**src/hw/rtl/esd_pkg.sv**
```systemverilog
// shared types and constants for the electron stopping drag block
`timescale 1ns / 1ps

package esd_pkg;

    localparam int COEFS_PER_TYPE = 5;

    // opcodes of an input beat
    localparam logic [1:0] OPC_LOAD = 2'd0;
    localparam logic [1:0] OPC_ATOM = 2'd1;
    localparam logic [1:0] OPC_STEP = 2'd2;

    // coefficient slots of one type
    localparam int CSEL_VMIN  = 0;
    localparam int CSEL_VMAX  = 1;
    localparam int CSEL_RSPAN = 2;
    localparam int CSEL_DRAG1 = 3;
    localparam int CSEL_DRAG2 = 4;

    localparam logic [62:0] MAX63 = {63{1'b1}};
    localparam logic signed [63:0] SMAX64 = {1'b0, {63{1'b1}}};
    localparam logic signed [63:0] SMIN64 = {1'b1, {63{1'b0}}};
    localparam logic [16:0] FRAC_ONE = 17'h10000;

    typedef enum logic [4:0] {
        ST_IDLE, ST_DECODE, ST_RDC, ST_VV_M, ST_VV_W, ST_CHECK, ST_FR_M, ST_FR_W,
        ST_G_M, ST_G_W, ST_R_M, ST_R_W, ST_D_M, ST_D_W, ST_FO, ST_DSQ_M, ST_DSQ_W,
        ST_SV, ST_SV_W, ST_SD, ST_SD_W, ST_P_M, ST_P_W, ST_EMIT_A,
        ST_A_M, ST_A_W, ST_L_M, ST_L_W, ST_EMIT_S
    } t_state;

    typedef enum logic [4:0] {
        CMD_NOP, CMD_WRCOEF, CMD_RDC,
        CMD_MUL_VSQ, CMD_MUL_FR, CMD_MUL_G, CMD_MUL_RAMP, CMD_MUL_D, CMD_MUL_DSQ,
        CMD_MUL_PWR, CMD_MUL_A, CMD_MUL_LOSS,
        CMD_ACC_VV, CMD_SET_FR, CMD_SET_G, CMD_SET_GR, CMD_SET_D, CMD_SET_FO,
        CMD_ACC_SQ, CMD_ACC_PWR, CMD_SET_A, CMD_ACC_LOSS,
        CMD_SQRT_V, CMD_SQRT_D, CMD_SET_SV, CMD_SET_SD,
        CMD_EMIT_ATOM, CMD_EMIT_STEP
    } t_cmd_op;

    typedef struct packed {
        t_cmd_op    op;
        logic [2:0] idx;
    } t_cmd;

    typedef struct packed {
        logic [1:0] op;
        logic       type_ok;
        logic       active;
        logic       ramp;
        logic       mul_done;
        logic       sqrt_done;
    } t_dp_status;

    typedef struct packed {
        logic               kind;
        logic signed [31:0] fx;
        logic signed [31:0] fy;
        logic signed [31:0] fz;
        logic               active;
        logic [62:0]        power;
        logic signed [63:0] loss;
    } t_result;

endpackage

```
**src/hw/rtl/esd_ctrl.sv**
```systemverilog
// controller state machine that sequences the datapath
`timescale 1ns / 1ps

module esd_ctrl import esd_pkg::*; (
    input  logic       i_clk,
    input  logic       i_rst_n,
    input  logic       i_in_valid,
    input  logic       i_out_free,
    input  t_dp_status i_status,
    output logic       o_in_stall,
    output logic       o_capture,
    output logic       o_out_load,
    output t_cmd       o_cmd
);

    t_state     r_state, n_state;
    logic [2:0] r_idx, n_idx;

    always_ff @(posedge i_clk) begin
        if (!i_rst_n) begin
            r_state <= ST_IDLE;
            r_idx   <= '0;
        end else begin
            r_state <= n_state;
            r_idx   <= n_idx;
        end
    end

    always_comb begin
        n_state    = r_state;
        n_idx      = r_idx;
        o_cmd.op   = CMD_NOP;
        o_cmd.idx  = r_idx;
        o_capture  = 1'b0;
        o_out_load = 1'b0;
        o_in_stall = (r_state != ST_IDLE);
        unique case (r_state)
            ST_IDLE: begin
                if (i_in_valid) begin
                    o_capture = 1'b1;
                    n_state   = ST_DECODE;
                end
            end
            ST_DECODE: begin
                n_idx = '0;
                unique case (i_status.op)
                    OPC_LOAD: begin
                        o_cmd.op = CMD_WRCOEF;
                        n_state  = ST_IDLE;
                    end
                    OPC_ATOM: n_state = i_status.type_ok ? ST_RDC : ST_EMIT_A;
                    OPC_STEP: n_state = ST_A_M;
                    default:  n_state = ST_IDLE;
                endcase
            end
            ST_RDC: begin
                o_cmd.op = CMD_RDC;
                if (32'(r_idx) == COEFS_PER_TYPE) begin
                    n_idx   = '0;
                    n_state = ST_VV_M;
                end else begin
                    n_idx = r_idx + 3'd1;
                end
            end
            ST_VV_M: begin
                o_cmd.op = CMD_MUL_VSQ;
                n_state  = ST_VV_W;
            end
            ST_VV_W: begin
                if (i_status.mul_done) begin
                    o_cmd.op = CMD_ACC_VV;
                    if (r_idx == 3'd2) begin
                        n_idx   = '0;
                        n_state = ST_CHECK;
                    end else begin
                        n_idx   = r_idx + 3'd1;
                        n_state = ST_VV_M;
                    end
                end
            end
            ST_CHECK: begin
                if (!i_status.active) begin
                    n_state = ST_EMIT_A;
                end else if (i_status.ramp) begin
                    n_state = ST_FR_M;
                end else begin
                    n_state = ST_G_M;
                end
            end
            ST_FR_M: begin
                o_cmd.op = CMD_MUL_FR;
                n_state  = ST_FR_W;
            end
            ST_FR_W: begin
                if (i_status.mul_done) begin
                    o_cmd.op = CMD_SET_FR;
                    n_state  = ST_G_M;
                end
            end
            ST_G_M: begin
                o_cmd.op = CMD_MUL_G;
                n_state  = ST_G_W;
            end
            ST_G_W: begin
                if (i_status.mul_done) begin
                    o_cmd.op = CMD_SET_G;
                    n_state  = i_status.ramp ? ST_R_M : ST_D_M;
                end
            end
            ST_R_M: begin
                o_cmd.op = CMD_MUL_RAMP;
                n_state  = ST_R_W;
            end
            ST_R_W: begin
                if (i_status.mul_done) begin
                    o_cmd.op = CMD_SET_GR;
                    n_state  = ST_D_M;
                end
            end
            ST_D_M: begin
                o_cmd.op = CMD_MUL_D;
                n_state  = ST_D_W;
            end
            ST_D_W: begin
                if (i_status.mul_done) begin
                    o_cmd.op = CMD_SET_D;
                    n_state  = ST_FO;
                end
            end
            ST_FO: begin
                o_cmd.op = CMD_SET_FO;
                n_state  = ST_DSQ_M;
            end
            ST_DSQ_M: begin
                o_cmd.op = CMD_MUL_DSQ;
                n_state  = ST_DSQ_W;
            end
            ST_DSQ_W: begin
                if (i_status.mul_done) begin
                    o_cmd.op = CMD_ACC_SQ;
                    if (r_idx == 3'd2) begin
                        n_idx   = '0;
                        n_state = ST_SV;
                    end else begin
                        n_idx   = r_idx + 3'd1;
                        n_state = ST_G_M;
                    end
                end
            end
            ST_SV: begin
                o_cmd.op = CMD_SQRT_V;
                n_state  = ST_SV_W;
            end
            ST_SV_W: begin
                if (i_status.sqrt_done) begin
                    o_cmd.op = CMD_SET_SV;
                    n_state  = ST_SD;
                end
            end
            ST_SD: begin
                o_cmd.op = CMD_SQRT_D;
                n_state  = ST_SD_W;
            end
            ST_SD_W: begin
                if (i_status.sqrt_done) begin
                    o_cmd.op = CMD_SET_SD;
                    n_state  = ST_P_M;
                end
            end
            ST_P_M: begin
                o_cmd.op = CMD_MUL_PWR;
                n_state  = ST_P_W;
            end
            ST_P_W: begin
                if (i_status.mul_done) begin
                    o_cmd.op = CMD_ACC_PWR;
                    n_state  = ST_EMIT_A;
                end
            end
            ST_EMIT_A: begin
                if (i_out_free) begin
                    o_cmd.op   = CMD_EMIT_ATOM;
                    o_out_load = 1'b1;
                    n_state    = ST_IDLE;
                end
            end
            ST_A_M: begin
                o_cmd.op = CMD_MUL_A;
                n_state  = ST_A_W;
            end
            ST_A_W: begin
                if (i_status.mul_done) begin
                    o_cmd.op = CMD_SET_A;
                    n_state  = ST_L_M;
                end
            end
            ST_L_M: begin
                o_cmd.op = CMD_MUL_LOSS;
                n_state  = ST_L_W;
            end
            ST_L_W: begin
                if (i_status.mul_done) begin
                    o_cmd.op = CMD_ACC_LOSS;
                    n_state  = ST_EMIT_S;
                end
            end
            ST_EMIT_S: begin
                if (i_out_free) begin
                    o_cmd.op   = CMD_EMIT_STEP;
                    o_out_load = 1'b1;
                    n_state    = ST_IDLE;
                end
            end
            default: n_state = ST_IDLE;
        endcase
    end

endmodule

```
**config.mk**
```make
export PLATFORM = sky130hd
export DESIGN_NAME = esd_ctrl
export DESIGN_NICKNAME = d
export VERILOG_FILES = /design/src/hw/rtl/esd_pkg.sv /design/src/hw/rtl/esd_ctrl.sv
export SDC_FILE = /design/constraint.sdc
export NUM_CORES = 1
export LEC_CHECK = 0
export ABC_AREA = 0
export BUFFER_PORTS_ARGS = -buffer_cell sky130_fd_sc_hd__buf_2
export CAP_MARGIN = 20
export CORE_ASPECT_RATIO = 1.75
export CORE_UTILIZATION = 35
export DETAILED_ROUTE_END_ITERATION = 10
export PLACE_DENSITY_LB_ADDON = 0.3
export SLEW_MARGIN = 20
export SYNTH_ARGS = -nofsm -noshare
export SYNTH_HDL_FRONTEND = slang
export SYNTH_SLANG_ARGS = --single-unit
export TNS_END_PERCENT = 20
```
**constraint.sdc**
```tcl
create_clock -name i_clk -period 4.17 [get_ports i_clk]
set_input_delay 0.6255 -clock i_clk [delete_from_list [all_inputs] [get_ports i_clk]]
set_output_delay 0.6255 -clock i_clk [all_outputs]
set_load 0.005 [all_outputs]
```
==> flow_metrics.tcl <==
set metrics [dict create \
    clk_path_buf_depth 2 \
    final_cell_mix "nand2_1, buf_2, o21ai_0" \
    cts_setup_buffers 0 \
    antenna_found_initial 0 \
    cts.sinks 8 \
    rrSetupSlack_ps 1570 \
    slew_viol_final 0 \
    cp_data_required_time_ps 3540 \
    avgSynthCellArea_um2 6.56 \
    row_count 30 \
    timing.final.crit_share_pct 70.9 \
    setup_violations 0 \
    fin_nets 237 \
    synth.distinct_cells 54 \
    drc 0 \
    clkPwrFrac_pct 9.8 \
    combinationalPowerShare_pct 68.7 \
    setup.worst_path.start_class "flip-flop" \
    fin_crit_ps 2960 \
    seq_area_frac_synth_pct 11.5 \
    yosys_most_used_dff "dfxtp_1" \
    grt_pass1_wl_mm 7.19 \
    skew_ps 4.48 \
    area_growth_pct 10.1 \
    ir_drop_mv 0.293 \
    slowest_stage "nor3_1" \
    r2r_start "r_state[2]" \
    relSlewSlack_pct 38.2 \
    cts-root-buf "clkbuf_8" \
    grt_usage_pct 21.5 \
    clk_pin_slew_ps 40 \
    crit_chain "buf_4, nor3_1, and3_1, a31oi_1, o21ai_0, buf_2" \
    gp_congestion 0.843 \
    max_stage_delay_ps 760 \
    hold_buffers 0 \
    grt_max_degree 30 \
    rsz0062_at_grt "no" \
    reg2reg_depth 6 \
    switchingPower_w 0.000490 \
    hold_violations 0 \
    cts_max_level 1 \
    ant_nets 0 \
    cts_tree "done" \
    diodes 0 \
    p_leak_nw 0.578 \
    via_per_inst 6.08 \
    start_util_pct 36.3 \
    first_iter_violations 75 \
    place_ws_ps 1560 \
    num_io_pins 22 \
    path_class "reg2out" \
    overflow 0 \
    max_freq_mhz 338 \
    fin_hold_ws_ps 543 \
    tns_ps 0 \
    wl_per_cell_um 16.2 \
    cts_buffers 3 \
    holdPathEnd "r_idx[2]" \
    syn_nets 226 \
    drive_gt1_share_pct 16.7 \
    ys_ff_latch 8 \
    worst_slew_pin_slew_ps 920 \
    syn_inst 212 \
    netlist_area_um2 1390 \
    maxCapViolCount 0 \
    cts_resized 0 \
    die_h_um 85.4 \
    status "complete, no violations" \
    clk_latency_ps 220 \
    switching_share_pct 53.1 \
    hp-class "reg2reg" \
    cellPowerDensity_nw_per_um2 604 \
    hpwl_mm 3.35 \
    worstPathArrival_ps 2330 \
    core_area_um2 3830 \
    io_buffers 21 \
    setup_ws_ps 1210 \
    total_power_w 0.000924 \
    synth_edf_count 0 \
    r2r_end "r_state[3]" \
    wirelength_mm 4.35 \
    yosysWarnings 0 \
    dr.pass1.iters 5 \
    first_global_vias 1503 \
    min_from "r_idx[2]" \
    die-area_um2 4240 \
    hold_depth 2 \
    synthArstFlopShare_pct 0 \
    via_count 1635 \
    p_int_w 0.000434 \
    cp-end-kind "output port" \
    critPathMaxFanout 21 \
    die_w_um 49.6 \
    p_seq_share_pct 21.5 \
]
## cell type report
class / instances / area (um2)
Timing Repair Buffer: 25 / 135
Inverter: 8 / 32.5
Multi-Input combinational cell: 177 / 1100
Fill cell: 439 / 2300
Clock buffer: 3 / 41.3
Sequential cell: 8 / 160
Tap cell: 48 / 60.1
## routing by layer
layer | share of wire (%) | vias to the layer above | GRT usage (%)
met5 | 0 | - | 0
met1 | 39 | 747 | 22.7
li1 | - | 817 | -
met2 | 52 | 53 | 37.8
met4 | 6.6 | 0 | 17.1
met3 | 2.4 | 18 | 1.61
## logic make-up after synthesis
group | share of synthesized area [%]
and+or+nand+nor | 37.2
buffers and inverters | 9.27
AOI/OAI and AO/OA | 37.4
muxes | 0.720
xor gates and xnor gates | 1.26
adders and majority gates | 2.70
DFF | 11.5
## power groups by stage
stage	registers (W)	logic, W	clock network [W]
after floorplan	0.000119	0.000562	0
after global placement	0.000197	0.000628	0
after detailed placement	0.000198	0.000630	0
after CTS	0.000196	0.000631	0.0000928
after global routing	0.000211	0.000698	0.0000976
final	0.000199	0.000635	0.0000905
## per-stage QoR
stage / util, % / area, um2 / cells
2_1_floorplan: - / 1390 / 212
3_3_place_gp: 38.9 / 1490 / 266
3_5_place_dp: 38.9 / 1490 / 266
4_1_cts: 40.0 / 1530 / 269
5_1_grt: 40.0 / 1530 / 269
6_report: 40.0 / 1530 / 269
## Yosys cell counts, types with 3 or more instances
master	number	area, um2
nor3b_1	4	30.0
a31oi_1	6	37.5
nor4_1	3	18.8
o21ai_0	17	85.1
nand4_1	5	31.3
and2_1	3	18.8
dfxtp_1	8	160
nor3_1	4	20.0
and3_1	3	18.8
clkbuf_1	8	30.0
nor2b_1	15	93.8
buf_1	3	11.3
or3_1	3	18.8
nand3_1	6	30.0
o22ai_1	7	43.8
nand2b_1	6	37.5
a21oi_1	16	80.1
nor2_1	13	48.8
a211oi_2	4	50.1
buf_2	5	25.0
nand2_1	21	78.8
ha_1	3	37.5
inv_1	7	26.3
## worst max-delay path by stage
stage          slack [ps]  endpoint       start  cells after the start
2_1_floorplan        1960  o_cmd[3]  r_state[2]                      7
3_3_place_gp         1520  o_cmd[7]  r_state[4]                      7
3_5_place_dp         1560  o_cmd[3]  r_state[2]                      6
4_1_cts              1310  o_cmd[3]  r_state[2]                      6
5_1_grt              1080  o_cmd[3]  r_state[2]                      6
6_report             1210  o_cmd[3]  r_state[2]                      6
## sequential cells by signal (all words and copies together), names as in the netlist
signal and flops:
r_state 5, r_idx 3
## critical path: cells and delay by family (launching register included)
| family | cells | cell delay, ps |
|---|---|---|
| simple gates | 2 | 1060 |
| buf+inv | 2 | 440 |
| compound gates | 2 | 120 |
| flops | 1 | 490 |
(Power assumes the default switching activity.)
